==> src/design/bdlp_pkg.sv <==
// Package for the button debounce and long-press block.
// Holds configuration codes, reset values and the types shared between modules.
// No dependencies.
package bdlp_pkg;

    localparam int CFG_DATA_W = 16;
    localparam int CFG_IDX_W  = 2;
    localparam int TIME_BITS_DEFAULT = 32;

    localparam logic [CFG_IDX_W-1:0] CFG_IDX_DEBOUNCE   = 2'd0;
    localparam logic [CFG_IDX_W-1:0] CFG_IDX_LONG_PRESS = 2'd1;

    localparam logic [CFG_DATA_W-1:0] DEBOUNCE_RESET   = 16'd5;
    localparam logic [CFG_DATA_W-1:0] LONG_PRESS_RESET = 16'd300;

    typedef struct packed {
        logic [CFG_DATA_W-1:0] debounce_ticks;
        logic [CFG_DATA_W-1:0] long_press_ticks;
    } t_cfg;

    typedef struct packed {
        logic short_press;
        logic long_press;
    } t_result;

endpackage

==> src/design/bdlp_if.sv <==
// Handshake channel interfaces for the button debounce block.
// bdlp_in_if carries pin samples, bdlp_out_if carries press events. No dependencies.
interface bdlp_in_if;
    logic valid;
    logic ready;
    logic button_level;

    modport source (output valid, output button_level, input ready);
    modport sink (input valid, input button_level, output ready);
endinterface

interface bdlp_out_if;
    logic valid;
    logic ready;
    logic short_press;
    logic long_press;

    modport source (output valid, output short_press, output long_press, input ready);
    modport sink (input valid, input short_press, input long_press, output ready);
endinterface

==> src/design/bdlp_cfg.sv <==
// Configuration registers: debounce time and long-press time in poll ticks.
// Depends on bdlp_pkg.
module bdlp_cfg (
    input  logic                                i_clk,
    input  logic                                i_rst_n,
    input  logic                                i_cfg_we,
    input  logic [bdlp_pkg::CFG_IDX_W-1:0]      i_cfg_idx,
    input  logic [bdlp_pkg::CFG_DATA_W-1:0]     i_cfg_data,
    output bdlp_pkg::t_cfg                      o_cfg
);
    import bdlp_pkg::*;

    t_cfg r_cfg;

    always_ff @(posedge i_clk) begin
        if (!i_rst_n) begin
            r_cfg.debounce_ticks   <= DEBOUNCE_RESET;
            r_cfg.long_press_ticks <= LONG_PRESS_RESET;
        end else if (i_cfg_we) begin
            case (i_cfg_idx)
                CFG_IDX_DEBOUNCE:   r_cfg.debounce_ticks   <= i_cfg_data;
                CFG_IDX_LONG_PRESS: r_cfg.long_press_ticks <= i_cfg_data;
                default: ;
            endcase
        end
    end

    assign o_cfg = r_cfg;

endmodule

==> src/design/bdlp_core.sv <==
// Press detector: tick counter, timestamps and press flags, one sample per advance.
// Depends on bdlp_pkg.
module bdlp_core #(
    parameter int TIME_BITS = bdlp_pkg::TIME_BITS_DEFAULT
) (
    input  logic               i_clk,
    input  logic               i_rst_n,
    input  logic               i_adv,
    input  logic               i_level,
    input  bdlp_pkg::t_cfg     i_cfg,
    output bdlp_pkg::t_result  o_res
);
    import bdlp_pkg::*;

    logic                 r_prev;
    logic                 r_held;
    logic                 r_long_rep;
    logic [TIME_BITS-1:0] r_now;
    logic [TIME_BITS-1:0] r_fall;
    // accept time and hold start are always loaded together, so one register serves both
    logic [TIME_BITS-1:0] r_acc;

    logic [TIME_BITS-1:0] n_fall;
    logic [TIME_BITS-1:0] n_acc;
    logic                 n_held;
    logic                 n_long_rep;
    logic [TIME_BITS-1:0] deb;
    logic [TIME_BITS-1:0] lng;
    logic [TIME_BITS-1:0] since_fall;
    logic [TIME_BITS-1:0] since_acc;
    logic [TIME_BITS-1:0] since_hold;
    logic                 press;
    logic                 held_a;
    logic                 rep_a;
    logic                 rise;

    always_comb begin
        deb = {{(TIME_BITS-CFG_DATA_W){1'b0}}, i_cfg.debounce_ticks};
        lng = {{(TIME_BITS-CFG_DATA_W){1'b0}}, i_cfg.long_press_ticks};

        n_fall     = (r_prev && !i_level && !r_held) ? r_now : r_fall;
        since_fall = r_now - n_fall;
        since_acc  = r_now - r_acc;
        press      = !i_level && !r_held && (since_fall >= deb) && (since_acc > deb);

        n_acc      = press ? r_now : r_acc;
        held_a     = r_held | press;
        rep_a      = press ? 1'b0 : r_long_rep;
        since_hold = r_now - n_acc;

        o_res.long_press  = held_a && !i_level && !rep_a && (since_hold >= lng);
        rise              = !r_prev && i_level && held_a;
        o_res.short_press = rise && !rep_a;

        // release drops the press and its long flag
        n_held     = rise ? 1'b0 : held_a;
        n_long_rep = rise ? 1'b0 : (rep_a | o_res.long_press);
    end

    always_ff @(posedge i_clk) begin
        if (!i_rst_n) begin
            r_prev     <= 1'b1;
            r_held     <= 1'b0;
            r_long_rep <= 1'b0;
            r_now      <= '0;
            r_fall     <= '0;
            r_acc      <= '0;
        end else if (i_adv) begin
            r_prev     <= i_level;
            r_held     <= n_held;
            r_long_rep <= n_long_rep;
            r_now      <= r_now + {{(TIME_BITS-1){1'b0}}, 1'b1};
            r_fall     <= n_fall;
            r_acc      <= n_acc;
        end
    end

`ifndef SYNTHESIS
    a_rep_needs_held: assert property (@(posedge i_clk) disable iff (!i_rst_n)
        r_long_rep |-> r_held)
        else $error("long-press flag set without a held press");

    a_short_ends_hold: assert property (@(posedge i_clk) disable iff (!i_rst_n)
        (i_adv && o_res.short_press) |=> !r_held)
        else $error("press still held after short-press beat");

    a_long_sets_flag: assert property (@(posedge i_clk) disable iff (!i_rst_n)
        (i_adv && o_res.long_press) |=> r_long_rep)
        else $error("long-press flag not set after long-press beat");
`endif

endmodule

==> src/design/button_debounce_long_press.sv <==
// Button debounce with long-press detection.
// Channels: i_btn takes one pin sample (button_level, 0 = pressed) per beat;
// o_evt gives exactly one event beat per sample with short_press and
// long_press, both 0 when nothing happened. Each sample is one poll tick.
// Configuration: i_cfg_we writes i_cfg_data to register i_cfg_idx
// (0 = debounce ticks, 1 = long-press ticks); other indexes are ignored.
// Write only while no sample is in flight.
// Pipeline: a sample passes the input register, then the result register,
// before its event shows on o_evt. Throughput: one sample per cycle while
// o_evt.ready is high; the path from input register to result register is
// a few subtract-and-compare steps over TIME_BITS.
// Reset: tick count and timestamps clear to 0, level reads as released,
// debounce = 5, long press = 300 ticks.
// Stall: when o_evt.ready is low the result register holds and the input
// register still takes one more sample; i_btn.ready drops only when both
// are full.
// Depends on bdlp_pkg, bdlp_if, bdlp_cfg and bdlp_core.
module button_debounce_long_press #(
    parameter int TIME_BITS = bdlp_pkg::TIME_BITS_DEFAULT
) (
    input  logic                             i_clk,
    input  logic                             i_rst_n,
    bdlp_in_if.sink                          i_btn,
    bdlp_out_if.source                       o_evt,
    input  logic                             i_cfg_we,
    input  logic [bdlp_pkg::CFG_IDX_W-1:0]   i_cfg_idx,
    input  logic [bdlp_pkg::CFG_DATA_W-1:0]  i_cfg_data
);
    import bdlp_pkg::*;

    t_cfg    cfg;
    t_result res;
    logic    adv;

    logic    r_in_valid;
    logic    r_in_level;
    logic    r_out_valid;
    t_result r_out;

    bdlp_cfg u_cfg (
        .i_clk      (i_clk),
        .i_rst_n    (i_rst_n),
        .i_cfg_we   (i_cfg_we),
        .i_cfg_idx  (i_cfg_idx),
        .i_cfg_data (i_cfg_data),
        .o_cfg      (cfg)
    );

    bdlp_core #(
        .TIME_BITS (TIME_BITS)
    ) u_core (
        .i_clk   (i_clk),
        .i_rst_n (i_rst_n),
        .i_adv   (adv),
        .i_level (r_in_level),
        .i_cfg   (cfg),
        .o_res   (res)
    );

    // advance when a sample waits and the result register is free or draining
    assign adv         = r_in_valid && (!r_out_valid || o_evt.ready);
    assign i_btn.ready = !r_in_valid || adv;

    always_ff @(posedge i_clk) begin
        if (!i_rst_n) begin
            r_in_valid  <= 1'b0;
            r_out_valid <= 1'b0;
        end else begin
            if (i_btn.valid && i_btn.ready) begin
                r_in_valid <= 1'b1;
            end else if (adv) begin
                r_in_valid <= 1'b0;
            end
            if (adv) begin
                r_out_valid <= 1'b1;
            end else if (o_evt.ready) begin
                r_out_valid <= 1'b0;
            end
        end
    end

    always_ff @(posedge i_clk) begin
        if (i_btn.valid && i_btn.ready) begin
            r_in_level <= i_btn.button_level;
        end
        if (adv) begin
            r_out <= res;
        end
    end

    assign o_evt.valid       = r_out_valid;
    assign o_evt.short_press = r_out.short_press;
    assign o_evt.long_press  = r_out.long_press;

`ifndef SYNTHESIS
    a_one_event_kind: assert property (@(posedge i_clk) disable iff (!i_rst_n)
        o_evt.valid |-> !(o_evt.short_press && o_evt.long_press))
        else $error("short and long press in one beat");

    a_ready_when_empty: assert property (@(posedge i_clk) disable iff (!i_rst_n)
        !r_out_valid |-> i_btn.ready)
        else $error("input stalled with empty result register");

    a_hold_on_stall: assert property (@(posedge i_clk) disable iff (!i_rst_n)
        (o_evt.valid && !o_evt.ready) |=>
            (o_evt.valid && $stable({o_evt.short_press, o_evt.long_press})))
        else $error("event beat changed while stalled");
`endif

endmodule
==> src/flat_wrapper.sv <==
// flat-port wrapper written by rule: the top's interface ports become plain ports
module button_debounce_long_press_flat import bdlp_pkg::*;
#(
    parameter int TIME_BITS = bdlp_pkg::TIME_BITS_DEFAULT
)
  (i_clk, i_rst_n, i_cfg_we, i_cfg_idx, i_cfg_data, i_btn_valid, i_btn_button_level, i_btn_ready, o_evt_valid, o_evt_short_press, o_evt_long_press, o_evt_ready);
  bdlp_in_if i_btn_i ();
  bdlp_out_if o_evt_i ();
  input  logic i_clk;
  input  logic i_rst_n;
  input  logic i_cfg_we;
  input  logic [bdlp_pkg::CFG_IDX_W-1:0] i_cfg_idx;
  input  logic [bdlp_pkg::CFG_DATA_W-1:0] i_cfg_data;
  input wire logic [$bits(i_btn_i.valid)-1:0] i_btn_valid;
  input wire logic [$bits(i_btn_i.button_level)-1:0] i_btn_button_level;
  output wire logic [$bits(i_btn_i.ready)-1:0] i_btn_ready;
  output wire logic [$bits(o_evt_i.valid)-1:0] o_evt_valid;
  output wire logic [$bits(o_evt_i.short_press)-1:0] o_evt_short_press;
  output wire logic [$bits(o_evt_i.long_press)-1:0] o_evt_long_press;
  input wire logic [$bits(o_evt_i.ready)-1:0] o_evt_ready;
  assign i_btn_i.valid = i_btn_valid;
  assign i_btn_i.button_level = i_btn_button_level;
  assign i_btn_ready = i_btn_i.ready;
  assign o_evt_valid = o_evt_i.valid;
  assign o_evt_short_press = o_evt_i.short_press;
  assign o_evt_long_press = o_evt_i.long_press;
  assign o_evt_i.ready = o_evt_ready;
  button_debounce_long_press #(.TIME_BITS(TIME_BITS)) u_core (.i_clk(i_clk), .i_rst_n(i_rst_n), .i_btn(i_btn_i), .o_evt(o_evt_i), .i_cfg_we(i_cfg_we), .i_cfg_idx(i_cfg_idx), .i_cfg_data(i_cfg_data));
endmodule
==> config.mk <==
export PLATFORM = sky130hd
export DESIGN_NAME = button_debounce_long_press_flat
export DESIGN_NICKNAME = d
export VERILOG_FILES = /design/src/design/bdlp_pkg.sv /design/src/design/bdlp_if.sv /design/src/design/bdlp_cfg.sv /design/src/design/bdlp_core.sv /design/src/design/button_debounce_long_press.sv /design/src/flat_wrapper.sv
export SDC_FILE = /design/constraint.sdc
export NUM_CORES = 1
export LEC_CHECK = 0
export BUFFER_PORTS_ARGS = -buffer_cell sky130_fd_sc_hd__buf_2
export CORE_MARGIN = 5
export CORE_UTILIZATION = 65
export CTS_BUF_LIST = sky130_fd_sc_hd__clkbuf_4
export DETAILED_ROUTE_END_ITERATION = 8
export GPL_TIMING_DRIVEN = 0
export PLACE_DENSITY_LB_ADDON = 0.1
export SYNTH_ARGS = -nofsm -noshare
export SYNTH_HDL_FRONTEND = slang
export SYNTH_HIERARCHICAL = 1
export SYNTH_SLANG_ARGS = --single-unit
==> constraint.sdc <==
create_clock -name i_clk -period 17.8 [get_ports i_clk]
set_input_delay 0.89 -clock i_clk [delete_from_list [all_inputs] [get_ports i_clk]]
set_output_delay 0.89 -clock i_clk [all_outputs]
set_load 0.01 [all_outputs]
==> impl_metrics.csv, run 1 <==
group,metric,value,unit
cells_and_area,drive_above_1_share,5.19,%
yosys,ys_warn_count,6,
timing,maxSlewViolCount,0,
power,seqPwrFrac,40.0,%
cells_and_area,finalCoreUtilization,69.7,%
clocking,h-tree-depth,4,
setup_path,path_max_fanout,10,
yosys,synth-edff-count,3,
routing,vias,13415,
die,die_h,153,um
yosys,synth_top_area_cell,"dfxtp_1",
placed_design,dp_hpwl,31600,um
clocking,numClockSinks,136,
setup_path,r2r_start,"u_core/r_in_level",
timing,min_period,13.74,ns
timing,max_freq,72.8,MHz
routing,drc_errors,0,
power,ir_drop,0.0000380,V
setup_path,required,18.09,ns
min_path,hold_class,"register to register",
routing,drtAntennaViolNets,0,
die,initial_core_util,65.9,%
yosys,synth_area_leaders,"dfxtp_1 (20%), ha_1 (12%), a21oi_1 (6.5%), mux2i_1 (6.2%), nor2_1 (5.5%)",
die,fp-row-count,52,
yosys,async_reset_ff_share,0,%
grt,first_global_vias,12657,
yosys,postSynthAreaPerCell,7.44,um^2
timing,finalCritPeriodShare,77.2,%
clocking,numCtsBuffers,17,
power,clkPwrFrac,27.3,%
setup_path,crit_family,"simple AND/OR/NAND/NOR gates",
timing,finClkSkew,0.0315,ns
grt,antenna_found_initial,1,
yosys,synth_fp_nets,1947,
clocking,cts_setup_buffers,0,
clocking,clock_path_buffers,2,
yosys,syn-cell-area,13300,um^2
power,total_power,0.000795,W
clocking,ctsHoldBuffers,0,
die,dieArea,23500,um^2
yosys,ys_ff_latch,136,
timing,whs,0.473,ns
run_status,status,"complete, no violations",
yosys,syn_inst,1792,
grt,grt_max_degree,17,
clocking,path_clk_slew,0.13,ns
timing,finalHoldViolations,0,
placed_design,placed_cell_area,13800,um^2
routing,wire_per_inst,18.5,um
power,p_leak,6.19,nW
timing,rsz0062_at_grt,"false",
min_path,whs_path_depth,2,
setup_path,ff2ff_path_depth,45,
setup_path,path_class,"register to register",
placed_design,port_buffers,27,
setup_path,crit_top_cell,"clkbuf_1",
clocking,cts_resized,0,
die,coreArea,20200,um^2
power,p_int,0.000503,W
setup_path,crit_buf_inv,7,
timing,tightest_slew,0.953,ns
yosys,yosysSeqAreaShare,20.6,%
timing,setup_viol,0,
min_path,worstHoldEndpoint,"u_core/u_cfg/o_cfg[30]",
clocking,root_buffer,"clkbuf_4",
timing,max_slew_margin,36.4,%
routing,viasPerCell,6.32,
cells_and_area,nNetsFinal,1993,
power,p_switching,0.000292,W
setup_path,crit_path_start_kind,"register",
yosys,synth_ff_type,"dfxtp_1",
die,num_io_pins,28,
routing,drt_iter0_drc,1380,
yosys,synth_top_cell_area_share,20.0,%
power,p_comb_share,32.7,%
grt,grt_overflow,0,
setup_path,ff2ff_setup_slack,4.06,ns
min_path,hold_start,"u_core/u_cfg/o_cfg[30]",
yosys,synth_cell_types,85,
clocking,cts_tree,"built",
power,pwr_density_cell,56.4,nW/um^2
die,die_w,153,um
routing,routed_wirelength,39200,um
power,sw_frac_of_total,36.8,%
timing,fin_setup_tns,0,ns
clocking,clock_latency,0.58,ns
setup_path,slowest_stage,"nor3b_1",
grt,grt_usage,32.5,%
setup_path,worstReg2RegEnd,"u_core/o_evt.long_press",
placed_design,gp_congestion,0.970,
setup_path,end_kind,"register",
grt,grt_pass1_wl,63100,um
cells_and_area,post-route-cell-area,14100,um^2
cells_and_area,syn_to_final_growth,5.75,%
flow_run,drv_cap,0,
setup_path,slowest_delay,0.78,ns
setup_path,cp_data_arrival_time,14.03,ns
routing,dr.pass1.iters,6,
## cell usage in the layout (no fill, tap or decap), types with 12 or more instances in the layout
master	synthesis	routed
clkbuf_1	83	83
clkbuf_4	0	20
ha_1	129	129
dfxtp_1	133	133
o211ai_1	27	27
buf_2	4	31
nor2_1	196	196
a21oi_1	173	173
inv_1	107	107
a31oi_1	18	18
xor2_1	40	40
a21boi_0	12	12
o21ai_0	80	80
a21o_1	53	53
xnor2_1	53	53
nand2_1	174	174
or3_1	13	13
nand4_1	32	32
nand3_1	41	41
a211oi_1	28	28
nor3_1	23	23
and3_1	19	19
mux2i_1	83	83
o21a_1	21	21
nor2b_1	33	33
nand2b_1	29	29
## worst register-to-register path: cells and delay by family (launching register included)
| family | cells | cell delay, ns |
|---|---|---|
| AOI/OAI and AO/OA | 15 | 3.01 |
| xor gates and xnor gates | 1 | 0.19 |
| and+or+nand+nor | 15 | 4.71 |
| muxes | 2 | 0.55 |
| DFF | 1 | 0.48 |
| buffers and inverters | 7 | 2.92 |
| adders and majority gates | 5 | 1.61 |
## power by group through the flow
stage / logic, W / clock network, W / registers [W]
after CTS: 0.000257 / 0.000221 / 0.000318
final: 0.000260 / 0.000217 / 0.000318
after global routing: 0.000284 / 0.000239 / 0.000319
after floorplan: 0.000184 / 0 / 0.000323
after global placement: 0.000250 / 0 / 0.000324
after detailed placement: 0.000256 / 0 / 0.000324
## Yosys cell counts (33+ instances only)
cell / count
nor2_1: 196
nand2_1: 174
a21oi_1: 173
dfxtp_1: 133
ha_1: 129
inv_1: 107
clkbuf_1: 83
mux2i_1: 83
o21ai_0: 80
a21o_1: 53
xnor2_1: 53
nand3_1: 41
xor2_1: 40
nor2b_1: 33
## per-layer routing
| metal | vias to the layer above | global-route usage, % | share of wire [%] |
|---|---|---|---|
| met5 | - | 0 | 0 |
| met4 | 0 | 11.7 | 3.3 |
| met3 | 96 | 4.58 | 7.0 |
| met2 | 517 | 52.8 | 45 |
| met1 | 6254 | 44.0 | 45 |
| li1 | 6548 | - | - |
## how the worst max path moves through the flow
stage,startpoint,endpoint,slack (ns),cells after the start
2_1_floorplan,u_core/r_in_level,u_core/o_evt.long_press,7.57,52
3_3_place_gp,u_core/r_in_level,u_core/o_evt.long_press,4.46,45
3_5_place_dp,u_core/r_in_level,u_core/o_evt.long_press,4.39,45
4_1_cts,u_core/r_in_level,u_core/o_evt.long_press,4.33,45
5_1_grt,u_core/r_in_level,u_core/o_evt.long_press,3.47,50
6_report,u_core/r_in_level,u_core/o_evt.long_press,4.06,45
## flip-flops by register name, summed over array words and instances (netlist names)
| name | flops |
|---|---|
| u_core/o_evt.long_press | 1 |
| u_core/o_evt.short_press | 1 |
| u_core/o_evt.valid | 1 |
| u_core/r_in_level | 1 |
| u_core/r_in_valid | 1 |
| u_core/u_cfg/o_cfg | 32 |
| u_core/u_core/r_acc | 32 |
| u_core/u_core/r_fall | 32 |
| u_core/u_core/r_held | 1 |
| u_core/u_core/r_long_rep | 1 |
| u_core/u_core/r_now | 32 |
| u_core/u_core/r_prev | 1 |
## area by class of cell
class | count | area (um^2)
Buffer | 98 | 427
Multi-Input combinational cell | 1451 | 9750
Clock inverter | 12 | 141
Clock buffer | 20 | 150
Antenna cell | 1 | 2.50
Sequential cell | 136 | 2750
Fill cell | 1809 | 6140
Tap cell | 270 | 338
Timing Repair Buffer | 27 | 135
Inverter | 107 | 402
## cells by family after synthesis
logic type               share of synthesized area (%)
multiplexers                                      6.49
adder cells (fa/ha/maj)                           12.7
flip-flops                                        20.6
XOR/XNOR                                          6.11
AO/OA/AOI/OAI                                     25.4
AND/OR/NAND/NOR                                   22.5
buffers and inverters                             6.21
## stage by stage
stage,setup slack (ns),instances
CTS,4.33,2121
finish,4.06,2122
detailed placement,4.39,2089
global route,3.47,2122
floorplan,7.57,1792
global placement,4.46,2089
(Power assumes the default switching activity.)
==> run 2, diff against run 1 <==
Clock period 17.8 ns to 12.7 ns, I/O delays scaled along.
==> impl_metrics.csv, run 2 (synthesis results as in run 1) <==
group,metric,value,unit
run_status,status,"complete, no violations",
timing,whs,0.235,ns
cells_and_area,drive_above_1_share,5.88,%
flow_run,drv_cap,0,
power,pwr_density_cell,79.7,nW/um^2
clocking,cts_tree,"built",
clocking,clock_latency,0.58,ns
setup_path,cp.depth,54,
setup_path,crit_path_start_kind,"register",
clocking,clock_path_buffers,2,
timing,finalCritPeriodShare,96.2,%
timing,finClkSkew,0.0354,ns
cells_and_area,final_cell_mix,"nor2_1 (196), nand2_1 (174), a21oi_1 (173)",
cells_and_area,nNetsFinal,1995,
routing,dr.pass1.iters,6,
die,num_io_pins,28,
routing,routed_wirelength,39400,um
min_path,hold_class,"input pin to register",
grt,grt_pass1_wl,63200,um
clocking,root_buffer,"clkbuf_4",
power,ir_drop,0.0000533,V
setup_path,slowest_delay,0.51,ns
timing,tightest_slew,0.934,ns
die,initial_core_util,65.9,%
grt,grt_overflow,0,
setup_path,ff2ff_path_depth,54,
clocking,path_clk_slew,0.13,ns
timing,max_slew_margin,37.7,%
setup_path,slowest_stage,"or4b_1",
grt,first_global_vias,12654,
timing,min_period,12.22,ns
clocking,h-tree-depth,4,
placed_design,placed_cell_area,13800,um^2
setup_path,path_max_fanout,10,
grt,grt_usage,32.5,%
timing,maxSlewViolCount,0,
setup_path,crit_family,"compound AO/OA/AOI/OAI gates",
setup_path,path_class,"register to register",
die,fp-row-count,52,
setup_path,required,13.01,ns
setup_path,crit_buf_inv,9,
grt,antenna_found_initial,1,
routing,wire_per_inst,18.5,um
routing,drt_iter0_drc,1349,
placed_design,port_buffers,27,
cells_and_area,register_area,2750,um^2
die,die_h,153,um
timing,finalHoldViolations,0,
routing,vias,13364,
cells_and_area,post-route-cell-area,14200,um^2
setup_path,cp_data_arrival_time,12.53,ns
clocking,numCtsBuffers,17,
cells_and_area,layout_commonest_cell,"nor2_1",
cells_and_area,syn_to_final_growth,6.26,%
die,coreArea,20200,um^2
die,die_w,153,um
setup_path,end_kind,"register",
placed_design,gp_congestion,0.970,
routing,drc_errors,0,
clocking,numClockSinks,136,
grt,grt_max_degree,17,
cells_and_area,multi_input_area,9800,um^2
die,dieArea,23500,um^2
power,p_leak,6.24,nW
timing,setup_viol,0,
routing,viasPerCell,6.29,
min_path,whs_path_depth,1,
timing,max_freq,81.8,MHz
cells_and_area,nFillCells,1798,
placed_design,dp_hpwl,31600,um
routing,drtAntennaViolNets,0,
-- run 2: changes by cell type in the layout (fill, tap and decap cells not counted), sizes merged --
| cell | before | now |
|---|---|---|
| buf | 42 | 45 |
| clkbuf | 103 | 102 |
-- run 2: cell type report --
type	count	area share, %
diodes	1	0.0177
plain buffers	98	3.06
clock buffers	20	1.06
clock inverters	12	0.998
inverters	107	2.84
multi-input cells	1451	69.2
flip-flops and latches	136	19.4
well taps	270	2.38
repair buffers	29	1.06
-- run 2: where the power goes --
part           internal (W)  leakage [nW]  switching, W
combinational      0.000147          4.98      0.000232
sequential         0.000439          1.11    0.00000676
clock              0.000127         0.151      0.000178
total              0.000712          6.24      0.000417
-- run 2: routing by layer --
metal / vias up / share of wire, % / track usage (%)
met2: 526 / 45 / 52.7
met3: 92 / 7.3 / 4.64
met1: 6204 / 45 / 44.0
met5: - / 0 / 0
li1: 6542 / - / -
met4: 0 / 3.3 / 12.2
-- run 2: worst paths after layout --
kind	slack, ns	start	end
worst max-delay path	0.48	u_core/r_in_level	u_core/o_evt.long_press
worst min-delay path	0.23	i_btn_button_level	u_core/r_in_level
worst max register to register	0.48	u_core/r_in_level	u_core/o_evt.long_press
worst min register to register	0.47	u_core/u_cfg/o_cfg[30]	u_core/u_cfg/o_cfg[30]
-- run 2: worst reg2reg max path, delay by kind of cell, from the launching register on --
family | cells | cell delay [ns]
adders and majority gates | 7 | 2.08
buffers and inverters | 9 | 1.95
AOI/OAI and AO/OA | 21 | 4.03
xor gates and xnor gates | 2 | 0.37
and+or+nand+nor | 15 | 3.09
DFF | 1 | 0.48
-- run 2: metrics by stage --
step	setup TNS, ns	power [W]	setup WS, ns	util [%]	cells
global placement	-1.18	0.000805	-0.635	68.2	2089
floorplan	0	0.000710	2.47	-	1792
global route	-0.0254	0.00119	-0.0254	70.0	2124
finish	0	0.00113	0.480	70.0	2124
CTS	0	0.00112	0.0309	69.8	2121
detailed placement	-1.40	0.000813	-0.712	68.2	2089
-- run 2: what timing repair did --
action,CTS,global route
pin swaps,0,4
buffers inserted,0,2
resized for setup,4,17
hold buffers,0,0
hold endpoints to repair,0,0
endpoints found under the setup margin,2,2
==> run 3, diff against run 2 <==
Settings changed: RECOVER_POWER set to 100.
==> impl_metrics.csv, run 3 (synthesis results as in run 1) <==
group,metric,value,unit
timing,fin_ws,0.492,ns
die,die_h,153,um
cells_and_area,final_cell_mix,"nor2_1 (196), nand2_1 (174), a21oi_1 (173)",
timing,finalHoldViolations,0,
setup_path,crit_path_start_kind,"register",
routing,drtAntennaViolNets,0,
clocking,h-tree-depth,4,
setup_path,end_kind,"register",
timing,finClkSkew,0.0359,ns
timing,max_freq,81.9,MHz
grt,grt_max_degree,17,
cells_and_area,post-route-cell-area,14100,um^2
power,p_leak,6.21,nW
placed_design,gp_congestion,0.970,
cells_and_area,drive_above_1_share,5.34,%
placed_design,port_buffers,27,
die,num_io_pins,28,
routing,dr.pass1.iters,6,
setup_path,path_class,"register to register",
timing,fin_setup_tns,0,ns
grt,grt_pass1_wl,63200,um
flow_run,drv_cap,0,
clocking,clock_path_buffers,2,
cells_and_area,layout_commonest_cell,"nor2_1",
cells_and_area,fin_cells,2124,
timing,max_slew_margin,37.0,%
clocking,numClockSinks,136,
placed_design,placed_cell_area,13800,um^2
timing,maxSlewViolCount,0,
die,dieArea,23500,um^2
routing,vias,13352,
setup_path,cp_data_arrival_time,12.51,ns
timing,setup_viol,0,
power,pwr_density_cell,79.7,nW/um^2
timing,finalCritPeriodShare,96.1,%
cells_and_area,syn_to_final_growth,6.05,%
setup_path,slowest_delay,0.51,ns
grt,grt_overflow,0,
placed_design,placed_cells,2089,
timing,min_period,12.21,ns
cells_and_area,nNetsFinal,1995,
routing,drc_errors,0,
die,coreArea,20200,um^2
power,ir_drop,0.0000533,V
grt,grt_usage,32.5,%
grt,first_global_vias,12654,
setup_path,required,13.01,ns
die,fp-row-count,52,
clocking,cts_tree,"built",
setup_path,crit_buf_inv,9,
routing,viasPerCell,6.29,
clocking,root_buffer,"clkbuf_4",
run_status,status,"complete, no violations",
clocking,path_clk_slew,0.13,ns
min_path,hold_class,"input pin to register",
cells_and_area,finalCoreUtilization,69.9,%
die,initial_core_util,65.9,%
placed_design,dp_slack,-0.712,ns
grt,antenna_found_initial,1,
clocking,clock_latency,0.57,ns
timing,tightest_slew,0.945,ns
placed_design,dp_hpwl,31600,um
setup_path,crit_family,"compound AO/OA/AOI/OAI gates",
setup_path,path_max_fanout,10,
clocking,numCtsBuffers,17,
routing,routed_wirelength,39300,um
setup_path,slowest_stage,"or4b_1",
routing,wire_per_inst,18.5,um
die,die_w,153,um
routing,drt_iter0_drc,1303,
run 3: through the flow:
step                      total power [W]  hold slack, ns
after floorplan                  0.000710           0.435
after global routing              0.00119           0.186
after global placement           0.000805           0.443
after CTS                         0.00112           0.213
final                             0.00113           0.248
after detailed placement         0.000813           0.449
run 3: worst paths after layout:
path	to	cells past startpoint	slack (ns)	start
max	u_core/o_evt.long_press	54	0.49	u_core/r_in_level
min	u_core/r_in_level	1	0.25	i_btn_button_level
max reg2reg	u_core/o_evt.long_press	54	0.49	u_core/r_in_level
min reg2reg	u_core/u_cfg/o_cfg[12]	2	0.47	u_core/u_cfg/o_cfg[12]
run 3: timing repair:
item	4_1_cts	5_1_grt
gates cloned	0	0
resized for setup	4	17
setup buffers	0	2
pin swaps	0	4
hold buffers	0	0
endpoints found under the setup margin	2	2
run 3: cell type report:
class	count	area [um^2]
Buffer	98	419
Clock inverter	12	141
Clock buffer	20	150
Fill cell	1810	6100
Antenna cell	1	2.50
Timing Repair Buffer	29	144
Multi-Input combinational cell	1451	9790
Sequential cell	136	2750
Inverter	107	402
Tap cell	270	338
run 3: routing by layer:
layer / track usage (%) / vias to the layer above / share of wire [%] / routed length (um)
met5: 0 / - / 0 / 0
li1: - / 6548 / - / -
met1: 44.0 / 6182 / 45 / 17600
met3: 4.64 / 92 / 7.4 / 2900
met2: 52.7 / 530 / 44 / 17500
met4: 12.2 / 0 / 3.4 / 1330
run 3: report_power, final:
group / switching [W] / leakage, nW / internal (W)
combinational: 0.000231 / 4.95 / 0.000146
clock: 0.000178 / 0.151 / 0.000127
sequential: 0.00000679 / 1.11 / 0.000439
